--- config.mk ---
export PLATFORM = sky130hd
export DESIGN_NAME = reservation_table_scheduler_unit
export DESIGN_NICKNAME = d
export VERILOG_FILES = /design/src/sv/rts_pkg.sv /design/src/sv/reservation_table_scheduler_unit.sv /design/src/sv/rts_cell.sv
export SDC_FILE = /design/constraint.sdc
export NUM_CORES = 1
export LEC_CHECK = 0
export BUFFER_PORTS_ARGS = -buffer_cell sky130_fd_sc_hd__buf_2
export CAP_MARGIN = 20
export CORE_MARGIN = 1.5
export CORE_UTILIZATION = 55
export CTS_CLUSTER_SIZE = 28
export DETAILED_ROUTE_END_ITERATION = 8
export GPL_TIMING_DRIVEN = 0
export PLACE_DENSITY = 0.72
export SYNTH_ARGS = -nofsm -noshare
export SYNTH_HDL_FRONTEND = slang
export SYNTH_HIERARCHICAL = 1
export SYNTH_SLANG_ARGS = --single-unit
--- constraint.sdc ---
create_clock -name clk -period 5.25 [get_ports clk]
set_clock_uncertainty 0.1 [all_clocks]
set_input_delay 0.2625 -clock clk [delete_from_list [all_inputs] [get_ports clk]]
set_output_delay 0.2625 -clock clk [all_outputs]
set_load 0.005 [all_outputs]
--- src/sv/rts_pkg.sv ---
// Package of the reservation table scheduler: sizes, request codes, cell
// control type and the stage-to-unit decode. No dependencies.
`default_nettype none
package rts_pkg;

  localparam int TABLE_DEPTH = 64;
  localparam int STAGE_COUNT = 8;
  localparam int UNIT_COUNT  = 3;
  localparam int FIELD_COUNT = 8;
  localparam int SLOT_W      = 6;
  localparam int LEN_W       = 7;
  localparam int TOTAL_W     = 16;
  localparam int UNIT_W      = 2;

  // Request type codes.
  localparam logic REQ_INSERT = 1'b0;
  localparam logic REQ_DRAIN  = 1'b1;

  // Per-cycle control that the sequencer hands to one table cell.
  typedef struct packed {
    logic                  shift;
    logic [UNIT_COUNT-1:0] mark;
  } rts_cell_ctl_t;

  // A unit code at or above UNIT_COUNT uses no unit.
  function automatic logic [UNIT_COUNT-1:0] unit_mask(input logic [UNIT_W-1:0] u);
    logic [UNIT_COUNT-1:0] m;
    m = '0;
    if (u < UNIT_W'(UNIT_COUNT)) begin
      m[u] = 1'b1;
    end
    return m;
  endfunction

endpackage
`default_nettype wire

--- src/sv/reservation_table_scheduler_unit.sv ---
// Top level of the reservation table scheduler: request sequencer, a ring
// of rts_cell slots, per-unit totals and the result register. Uses rts_pkg.
//
//  channel | direction | ports
//  --------+-----------+---------------------------------------------------
//  in      | input     | in_valid, in_stall, in_req_type, in_stage*_unit,
//          |           | in_min_start
//  out     | output    | out_valid, out_stall, out_start_slot, ...totals
//
// An insert turns the 64-cell ring once around, one slot per cycle, testing the
// eight-slot window at the front; when the turn is done, its result is
// registered as soon as the output register is free. A drain's result is
// registered from the drain state in the same way. The next beat is taken once
// the previous result is in the output register, even while it waits behind
// out_stall. Reset clears the table, the length and the totals at once.
`default_nettype none
module reservation_table_scheduler_unit (
  input  wire logic                        clk,
  input  wire logic                        rst_n,
  input  wire logic                        in_valid,
  output logic                             in_stall,
  input  wire logic                        in_req_type,
  input  wire logic [rts_pkg::UNIT_W-1:0]  in_stage0_unit,
  input  wire logic [rts_pkg::UNIT_W-1:0]  in_stage1_unit,
  input  wire logic [rts_pkg::UNIT_W-1:0]  in_stage2_unit,
  input  wire logic [rts_pkg::UNIT_W-1:0]  in_stage3_unit,
  input  wire logic [rts_pkg::UNIT_W-1:0]  in_stage4_unit,
  input  wire logic [rts_pkg::UNIT_W-1:0]  in_stage5_unit,
  input  wire logic [rts_pkg::UNIT_W-1:0]  in_stage6_unit,
  input  wire logic [rts_pkg::UNIT_W-1:0]  in_stage7_unit,
  input  wire logic [rts_pkg::SLOT_W-1:0]  in_min_start,
  output logic                             out_valid,
  input  wire logic                        out_stall,
  output logic      [rts_pkg::SLOT_W-1:0]  out_start_slot,
  output logic      [rts_pkg::LEN_W-1:0]   out_table_length,
  output logic                             out_overflow,
  output logic                             out_empty_drain,
  output logic      [rts_pkg::UNIT_COUNT-1:0] out_slot_busy_bits,
  output logic      [rts_pkg::TOTAL_W-1:0] out_unit0_total,
  output logic      [rts_pkg::TOTAL_W-1:0] out_unit1_total,
  output logic      [rts_pkg::TOTAL_W-1:0] out_unit2_total
);
  import rts_pkg::*;

  localparam logic [1:0] ST_IDLE   = 2'd0;
  localparam logic [1:0] ST_SCAN   = 2'd1;
  localparam logic [1:0] ST_FINISH = 2'd2;
  localparam logic [1:0] ST_DRAIN  = 2'd3;

  localparam logic [SLOT_W-1:0] LAST_FIT  = SLOT_W'(TABLE_DEPTH - STAGE_COUNT);
  localparam logic [SLOT_W-1:0] LAST_SLOT = SLOT_W'(TABLE_DEPTH - 1);
  localparam logic [TOTAL_W-1:0] TOTAL_MAX = '1;

  logic [1:0]            state_r;
  logic [SLOT_W-1:0]     cnt_r;
  logic                  done_r;
  logic                  ovf_r;
  logic [SLOT_W-1:0]     start_r;
  logic [SLOT_W-1:0]     min_start_r;
  logic [UNIT_COUNT-1:0] stage_mask_r [FIELD_COUNT];
  logic [LEN_W-1:0]      len_r;
  logic [LEN_W-1:0]      len_nxt;
  logic [TOTAL_W-1:0]    tot_r   [UNIT_COUNT];
  logic [TOTAL_W-1:0]    tot_nxt [UNIT_COUNT];

  logic                  out_valid_r;
  logic [SLOT_W-1:0]     out_start_r;
  logic [LEN_W-1:0]      out_len_r;
  logic                  out_ovf_r;
  logic                  out_empty_r;
  logic [UNIT_COUNT-1:0] out_bits_r;
  logic [TOTAL_W-1:0]    out_tot_r [UNIT_COUNT];

  logic                  in_acc;
  logic                  out_free;
  logic                  commit_ins;
  logic                  commit_dr;
  logic                  do_drain;
  logic                  try_fit;
  logic                  no_room;
  logic                  fit;
  logic                  hit;
  logic                  ring;
  logic [LEN_W-1:0]      end_len;
  logic [UNIT_COUNT-1:0] stage_in [FIELD_COUNT];

  rts_cell_ctl_t         ctl   [TABLE_DEPTH];
  logic [UNIT_COUNT-1:0] busy  [TABLE_DEPTH];
  logic [UNIT_COUNT-1:0] pass  [TABLE_DEPTH];
  logic [UNIT_COUNT-1:0] nbr   [TABLE_DEPTH];

  assign stage_in[0] = unit_mask(in_stage0_unit);
  assign stage_in[1] = unit_mask(in_stage1_unit);
  assign stage_in[2] = unit_mask(in_stage2_unit);
  assign stage_in[3] = unit_mask(in_stage3_unit);
  assign stage_in[4] = unit_mask(in_stage4_unit);
  assign stage_in[5] = unit_mask(in_stage5_unit);
  assign stage_in[6] = unit_mask(in_stage6_unit);
  assign stage_in[7] = unit_mask(in_stage7_unit);

  assign in_stall   = (state_r != ST_IDLE);
  assign in_acc     = in_valid && !in_stall;
  assign out_free   = !out_valid_r || !out_stall;
  assign commit_ins = (state_r == ST_FINISH) && out_free;
  assign commit_dr  = (state_r == ST_DRAIN) && out_free;
  assign do_drain   = commit_dr && (len_r != '0);
  assign ring       = (state_r == ST_SCAN);

  // The window is the front STAGE_COUNT cells; the front cell holds slot cnt_r.
  always_comb begin
    fit = 1'b1;
    for (int s = 0; s < STAGE_COUNT; s++) begin
      if ((busy[s] & stage_mask_r[s % FIELD_COUNT]) != '0) begin
        fit = 1'b0;
      end
    end
  end

  assign try_fit = ring && !done_r && (cnt_r >= min_start_r);
  assign no_room = (cnt_r > LAST_FIT);
  assign hit     = try_fit && !no_room && fit;
  assign end_len = {1'b0, cnt_r} + LEN_W'(STAGE_COUNT);

  always_comb begin
    for (int i = 0; i < TABLE_DEPTH; i++) begin
      ctl[i].shift = ring || do_drain;
      ctl[i].mark  = '0;
    end
    for (int s = 0; s < STAGE_COUNT; s++) begin
      ctl[s].mark = hit ? stage_mask_r[s % FIELD_COUNT] : '0;
    end
  end

  // Each cell loads from the next one; the last closes the ring while
  // scanning and takes a free slot on a drain.
  always_comb begin
    for (int i = 0; i < TABLE_DEPTH - 1; i++) begin
      nbr[i] = pass[i + 1];
    end
    nbr[TABLE_DEPTH - 1] = ring ? pass[0] : '0;
  end

  for (genvar g = 0; g < TABLE_DEPTH; g++) begin : g_cell
    rts_cell u_cell (
      .clk    (clk),
      .rst_n  (rst_n),
      .ctl    (ctl[g]),
      .nbr_i  (nbr[g]),
      .busy_o (busy[g]),
      .pass_o (pass[g])
    );
  end

  always_comb begin
    len_nxt = len_r;
    if (hit && (end_len > len_r)) begin
      len_nxt = end_len;
    end else if (do_drain) begin
      len_nxt = len_r - LEN_W'(1);
    end
    for (int u = 0; u < UNIT_COUNT; u++) begin
      tot_nxt[u] = tot_r[u];
      if (do_drain && busy[0][u] && (tot_r[u] != TOTAL_MAX)) begin
        tot_nxt[u] = tot_r[u] + TOTAL_W'(1);
      end
    end
  end

  always_ff @(posedge clk) begin
    if (!rst_n) begin
      state_r <= ST_IDLE;
      cnt_r   <= '0;
      done_r  <= 1'b0;
      ovf_r   <= 1'b0;
      len_r   <= '0;
      for (int u = 0; u < UNIT_COUNT; u++) begin
        tot_r[u] <= '0;
      end
    end else begin
      len_r <= len_nxt;
      for (int u = 0; u < UNIT_COUNT; u++) begin
        tot_r[u] <= tot_nxt[u];
      end
      unique case (state_r)
        ST_IDLE: begin
          if (in_acc) begin
            cnt_r   <= '0;
            done_r  <= 1'b0;
            ovf_r   <= 1'b0;
            state_r <= (in_req_type == REQ_DRAIN) ? ST_DRAIN : ST_SCAN;
          end
        end
        ST_SCAN: begin
          if (hit) begin
            done_r <= 1'b1;
          end else if (try_fit && no_room) begin
            done_r <= 1'b1;
            ovf_r  <= 1'b1;
          end
          cnt_r <= cnt_r + SLOT_W'(1);
          if (cnt_r == LAST_SLOT) begin
            state_r <= ST_FINISH;
          end
        end
        ST_FINISH: begin
          if (commit_ins) begin
            state_r <= ST_IDLE;
          end
        end
        ST_DRAIN: begin
          if (commit_dr) begin
            state_r <= ST_IDLE;
          end
        end
        default: state_r <= ST_IDLE;
      endcase
    end
  end

  // Request payload and the chosen start slot.
  always_ff @(posedge clk) begin
    if (in_acc) begin
      min_start_r <= in_min_start;
      for (int f = 0; f < FIELD_COUNT; f++) begin
        stage_mask_r[f] <= stage_in[f];
      end
    end
    if (in_acc) begin
      start_r <= '0;
    end else if (hit) begin
      start_r <= cnt_r;
    end
  end

  always_ff @(posedge clk) begin
    if (!rst_n) begin
      out_valid_r <= 1'b0;
    end else if (commit_ins || commit_dr) begin
      out_valid_r <= 1'b1;
    end else if (!out_stall) begin
      out_valid_r <= 1'b0;
    end
  end

  always_ff @(posedge clk) begin
    if (commit_ins) begin
      out_start_r <= ovf_r ? '0 : start_r;
      out_len_r   <= len_r;
      out_ovf_r   <= ovf_r;
      out_empty_r <= 1'b0;
      out_bits_r  <= '0;
      for (int u = 0; u < UNIT_COUNT; u++) begin
        out_tot_r[u] <= tot_r[u];
      end
    end else if (commit_dr) begin
      out_start_r <= '0;
      out_len_r   <= len_nxt;
      out_ovf_r   <= 1'b0;
      out_empty_r <= (len_r == '0);
      out_bits_r  <= (len_r == '0) ? '0 : busy[0];
      for (int u = 0; u < UNIT_COUNT; u++) begin
        out_tot_r[u] <= tot_nxt[u];
      end
    end
  end

  assign out_valid          = out_valid_r;
  assign out_start_slot     = out_start_r;
  assign out_table_length   = out_len_r;
  assign out_overflow       = out_ovf_r;
  assign out_empty_drain    = out_empty_r;
  assign out_slot_busy_bits = out_bits_r;
  assign out_unit0_total    = out_tot_r[0];
  assign out_unit1_total    = out_tot_r[1];
  assign out_unit2_total    = out_tot_r[2];

endmodule
`default_nettype wire

--- src/sv/rts_cell.sv ---
// One slot of the reservation table: its unit-busy bits, loaded from the
// neighbor on a shift. Uses rts_pkg.
`default_nettype none
module rts_cell (
  input  wire logic                          clk,
  input  wire logic                          rst_n,
  input  wire rts_pkg::rts_cell_ctl_t        ctl,
  input  wire logic [rts_pkg::UNIT_COUNT-1:0] nbr_i,
  output logic      [rts_pkg::UNIT_COUNT-1:0] busy_o,
  output logic      [rts_pkg::UNIT_COUNT-1:0] pass_o
);
  import rts_pkg::*;

  logic [UNIT_COUNT-1:0] busy_r;

  always_ff @(posedge clk) begin
    if (!rst_n) begin
      busy_r <= '0;
    end else if (ctl.shift) begin
      busy_r <= nbr_i;
    end
  end

  assign busy_o = busy_r;
  // New reservations ride along with the value handed to the neighbor.
  assign pass_o = busy_r | ctl.mark;

endmodule
`default_nettype wire
## Word-level counts from Yosys, hierarchy flattened

Memories as Yosys holds them, arrays and structs flattened.
Cells that the tools add are included.

| operators by class | value |
|---|---|
| add/sub/neg operators | 6 |
| order comparisons | 27 |
| eq/ne operators | 15 |
| multiplexer cells | 85 |
| bitwise gates (word level) | 22 |
| reductions and logical operators | 50 |

Operators by type and width:

| operator | count |
|---|---|
| 16-bit two-way mux | 9 |
| 3-bit two-way mux | 18 |
| 16-bit by 1-bit adder with 16-bit output (second input constant) | 3 |
| 16-bit inequality test (second input constant) | 3 |
| 1-bit two-way mux | 33 |
| 7-bit two-way mux | 4 |
| 3-bit AND | 8 |
| 1-bit logical AND | 24 |
| 2-bit by 3-bit less-than comparator with 1-bit output (second input constant) | 8 |
| 6-bit two-way mux | 4 |
| 3-bit OR | 8 |
| 3-bit nonzero test | 8 |
| 1-bit demux with 2-bit select | 8 |
| 2-bit by 1-bit greater-or-equal comparator with 1-bit output (second input constant) | 8 |
| 2-bit less-than comparator (second input constant) | 8 |
| 6-bit case mux with 2 select lines | 1 |
| 2-bit two-way mux | 5 |
| 2-bit inequality test (second input constant) | 4 |
| 2-bit case mux with 4 select lines | 1 |
| 4-bit AND reduction | 2 |
| 6-bit by 4-bit adder with 7-bit output (second input constant) | 1 |
| 7-bit greater-than comparator | 1 |
| 7-bit logical NOT | 1 |
| 7-bit nonzero test | 1 |
| other kinds (17) | 34 |

| storage, ports and cells | value |
|---|---|
| flip-flop bits (word level) | 240 |
| bits in writable memories | 120 |
| output and inout bits | 68 |
| memories | 3 |

Memories:

| name | depth | width | rd ports | clocked after memory_dff | wr ports | RTL line | source |
|---|---|---|---|---|---|---|---|
| out_tot_r | 3 | 16 | 3 | 0 | 3 | reservation_table_scheduler_unit.sv:72 | `logic [TOTAL_W-1:0] out_tot_r [UNIT_COUNT];` |
| tot_r | 3 | 16 | 3 | 0 | 3 | reservation_table_scheduler_unit.sv:63 | `logic [TOTAL_W-1:0] tot_r [UNIT_COUNT];` |
| stage_mask_r | 8 | 3 | 8 | 0 | 8 | reservation_table_scheduler_unit.sv:60 | `logic [UNIT_COUNT-1:0] stage_mask_r [FIELD_COUNT];` |

## Longest topological paths before layout

An unclocked memory read counts as a cell.

| depth | value |
|---|---|
| depth after elaboration | 16 |
| mapped depth | 12 |
| gate-level depth less buffers | 11 |

## Hierarchy

Netlist, hierarchy kept.

By module, submodules not included:

| module | times used | cells each | area an instance (sq um) |
|---|---|---|---|
| rts_cell | 64 | 12 | 127.6 |
| reservation_table_scheduler_unit | 1 | 639 | 7,393.3 |

## Worst setup path after synthesis

Ideal clock, no wire load.

| timing path | value |
|---|---|
| path type | register to register |
| start point | register state_r[1] |
| end point | register g_cell[0].u_cell.busy_r[0] |
| library setup time | 128 ps |
| arrival time | 5,093 ps |
| data required time | 5,022 ps |
| setup slack | -71 ps |
| stages on the path, launching flop included | 9 |
| period minus slack after synthesis | 5,321 ps |
| path through | dfxtp_1 buf_4 a21bo_1 buf_6 a311oi_4 buf_2 or2_2 mux2i_1 nor2b_1 |

RTL lines:

| element | RTL line | source |
|---|---|---|
| start, declared | reservation_table_scheduler_unit.sv:54 | `logic [1:0] state_r;` |
| start signal, assigned | reservation_table_scheduler_unit.sv:190 | `state_r <= (in_req_type == REQ_DRAIN) ? ST_DRAIN : ST_SCAN;` |
| end signal, assigned | rts_cell.sv:20 | `busy_r <= nbr_i;` |
| end, declared | rts_cell.sv:14 | `logic [UNIT_COUNT-1:0] busy_r;` |

==> flow_summary_export.csv <==
group,metric,value,unit
worst_setup_path,setup.worst_path.start,"state_r[1]",
sta,setup_viol,0,
floorplan,die_height,171,um
clock_tree,cts-buffers-inserted,38,
drt,drt-wirelength-per-cell,12.4,um
clock_tree,clock-root-buffer,"clkbuf_16",
final_layout,fillers,2230,
worst_setup_path,slowest_stage,"or2_4",
power_and_ir_drop,vdd_ir_drop_max,246,uV
floorplan,dieArea,0.0293,mm^2
min_path,min_from,"in_req_type",
synthesis,synth_edf_count,92,
run,max_cap_violations,0,
sta,drv_slew,0,
drt,drt-initial-drc-count,522,
floorplan,placementRows,61,
clock_tree,cts_resized,0,
clock_tree,cts_tree,"done",
floorplan,ios,95,
synthesis,ys_ff_latch,360,
final_layout,drive_above_1_share,0.208,
power_and_ir_drop,cellPowerDensity,333,mW/mm^2
power_and_ir_drop,power_leakage,0.00765,uW
synthesis,netlist_instances,1407,
sta,period_share,0.643,
clock_tree,clkLatencyLatePin,0.52,ns
sta,tightest_slew,0.765,ns
min_path,min_path_type,"input pin to register",
worst_setup_path,reg2reg_from,"state_r[1]",
outcome,status,"finished, final reports clean",
global_route,grt_first_pass_wirelength,45000,um
sta,setup_tns,0,ns
placed_design,portBuffers,94,
worst_setup_path,cpMostUsedCell,"buf_16",
global_route,grt_max_degree,112,
power_and_ir_drop,p_int,4870,uW
synthesis,yosys_warnings,6,
drt,drt_first_pass_iters,5,
worst_setup_path,criticalPathCategory,"register to register",
final_layout,post-route-cell-area,0.0188,mm^2
synthesis,synth_ff_type,"dfxtp_1",
power_and_ir_drop,switchingPower,1390,uW
clock_tree,clock_sinks,360,
global_route,antenna_found_initial,0,
final_layout,final_cell_count_no_fill,2153,
drt,drc_errors,0,
power_and_ir_drop,p_comb_frac,0.099,
clock_tree,clk_pin_slew,0.06,ns
clock_tree,cts_buffer_depth,3,
sta,fin_crit,3.38,ns
clock_tree,cts.htree.levels,2,
sta,rsz0062_at_grt,"false",
final_layout,fin_nets,1794,
synthesis,ys_seq_area_frac,0.522,
worst_setup_path,start_kind,"register",
synthesis,avgSynthCellArea,11.1,um^2
drt,vias,10100,
power_and_ir_drop,swShare,0.222,
power_and_ir_drop,seqPwrFrac,0.491,
global_route,grt_pass1_vias,9557,
clock_tree,cts_setup_buffers,0,
worst_setup_path,slowest_delay,0.60,ns
floorplan,core-area,0.0278,mm^2
drt,viasPerCell,4.69,
sta,slew_headroom,0.486,
worst_setup_path,cp_cell_sequence,"buf_4, a21bo_1, buf_6, a311oi_4, buf_2, or2_4, buf_16, buf_16, mux2i_1, nor2b_1",
worst_setup_path,cp-end-kind,"register",
synthesis,netlist_area,0.0156,mm^2
clock_tree,cts_hold_buffers,31,
worst_setup_path,crit_fanout,47,
final_layout,diodes,0,
global_route,track_usage,0.186,
power_and_ir_drop,power_frac_clock,0.410,
placed_design,globalplace.congestion,0.888,
synthesis,synth.distinct_cells,55,
final_layout,syn_to_final_growth,21.1,%
global_route,grt-ovfl-total,0,
floorplan,die_w,171,um
drt,antenna_left,0,
placed_design,dp.final_hpwl,17600,um
worst_setup_path,crit_required,5.56,ns
placed_design,place_area,0.0173,mm^2
sta,fmax,0.296,GHz
placed_design,placed_cells,2053,
synthesis,synth-async-reset-ratio,0,
sta,hold_violations,0,
drt,drt-total-wl,26600,um
worst_setup_path,crit_arrival,3.69,ns
floorplan,initial_core_util,0.560,
-- cells by family (layout without fill, tap and decap cells) --
| family | Yosys count | count (layout) | synth area share |
|---|---|---|---|
| AOI/OAI and AO/OA | 51 | 51 | 0.0286 |
| xor gates and xnor gates | 55 | 55 | 0.0310 |
| adders and majority gates | 21 | 21 | 0.0169 |
| buffers and inverters | 42 | 243 | 0.0113 |
| DFF | 360 | 360 | 0.522 |
| muxes | 208 | 208 | 0.134 |
| other | 1 | 168 | 0.000241 |
| and+or+nand+nor | 669 | 669 | 0.255 |
-- per-layer routing --
layer | global-route usage | wire (um)
met5 | 0 | 0
met1 | 0.251 | 12800
met2 | 0.306 | 12200
met3 | 0.0359 | 1110
met4 | 0.0530 | 485
-- metrics by stage --
step | power (uW) | setup slack, ns | hold slack [ns] | utilization
4_1_cts | 6340 | 1.87 | 0.0628 | 0.678
6_report | 6270 | 1.87 | 0.0711 | 0.678
2_1_floorplan | 3580 | 1.33 | 0.261 | -
3_3_place_gp | 3740 | 0.452 | 0.333 | 0.617
5_1_grt | 6540 | 1.64 | 0.0579 | 0.678
3_5_place_dp | 3740 | 1.88 | 0.333 | 0.624
-- power groups by stage --
stage	combinational (uW)	clock (uW)	sequential (uW)
6_report	619	2570	3080
5_1_grt	693	2750	3100
4_1_cts	626	2630	3080
3_5_place_dp	607	0	3140
3_3_place_gp	601	0	3140
2_1_floorplan	459	0	3120
-- cells in the final DEF (no fill, tap or decap), types with 4 or more instances in the layout --
cell,count
nor2_1,47
or2_2,195
dlygate4sd3_1,31
nand2b_1,4
nand2_1,41
and4_1,6
xor2_1,19
a21oi_1,7
conb_1,168
nor2b_1,210
nor3_1,7
clkbuf_1,26
buf_2,96
nand3_1,19
dfxtp_1,268
nand4_1,24
xnor2_1,36
edfxtp_1,92
clkbuf_16,41
clkbuf_8,4
a22oi_1,15
and3_1,11
ha_1,21
and2_1,90
mux2i_1,203
inv_1,26
buf_16,5
mux2_2,5
o21a_1,6
-- synthesized netlist by cell type, drive strengths merged (15+ instances only) --
cell type | count | share of area
nand3 | 19 | 0.0061
nand4 | 25 | 0.010
a22oi | 15 | 0.0072
and2 | 90 | 0.036
ha | 21 | 0.017
xor2 | 19 | 0.011
dfxtp | 268 | 0.34
nand2 | 41 | 0.0099
xnor2 | 36 | 0.020
mux2i | 203 | 0.13
edfxtp | 92 | 0.18
or2 | 196 | 0.079
inv | 27 | 0.0065
nor2 | 48 | 0.012
nor2b | 210 | 0.084
-- cell type report --
class                           instances  area [um^2]  area share
Timing Repair Buffer                  132          965      0.0512
Tap cell                              378          473      0.0251
Sequential cell                       360         8130       0.431
Clock buffer                           62         1140      0.0608
Buffer                                 15         75.1     0.00398
Clock inverter                          7         60.1     0.00319
Multi-Input combinational cell       1172         7890       0.419
Inverter                               27          101     0.00538
-- worst max-delay path: cells and delay by family (launching register included) --
kind | cells | cell delay (ns)
buffers and inverters | 5 | 1.24
AO/OA/AOI/OAI | 2 | 0.65
AND/OR/NAND/NOR | 2 | 0.66
multiplexers | 1 | 0.25
flip-flops | 1 | 0.31
-- sequential cells by signal (all words and copies together), names as in the netlist, 6 cells and up --
name and count:
out_start_slot 6, min_start_r 6, stage_mask_r 24, cnt_r 6, out_tot_r 48, start_r 6, g_cell.u_cell/busy_o 192, tot_r 48
len_r 7, out_table_length 7
-- path summary, 6_finish.rpt --
path	cells after the start	endpoint	slack, ns
worst max-delay path	10	g_cell[21].u_cell/busy_o[1]	1.87
worst min-delay path	4	state_r[1]	0.07
worst max register to register	10	g_cell[21].u_cell/busy_o[1]	1.87
worst min register to register	2	out_slot_busy_bits[0]	0.34
Note: power is estimated with default switching activity, not from simulation.
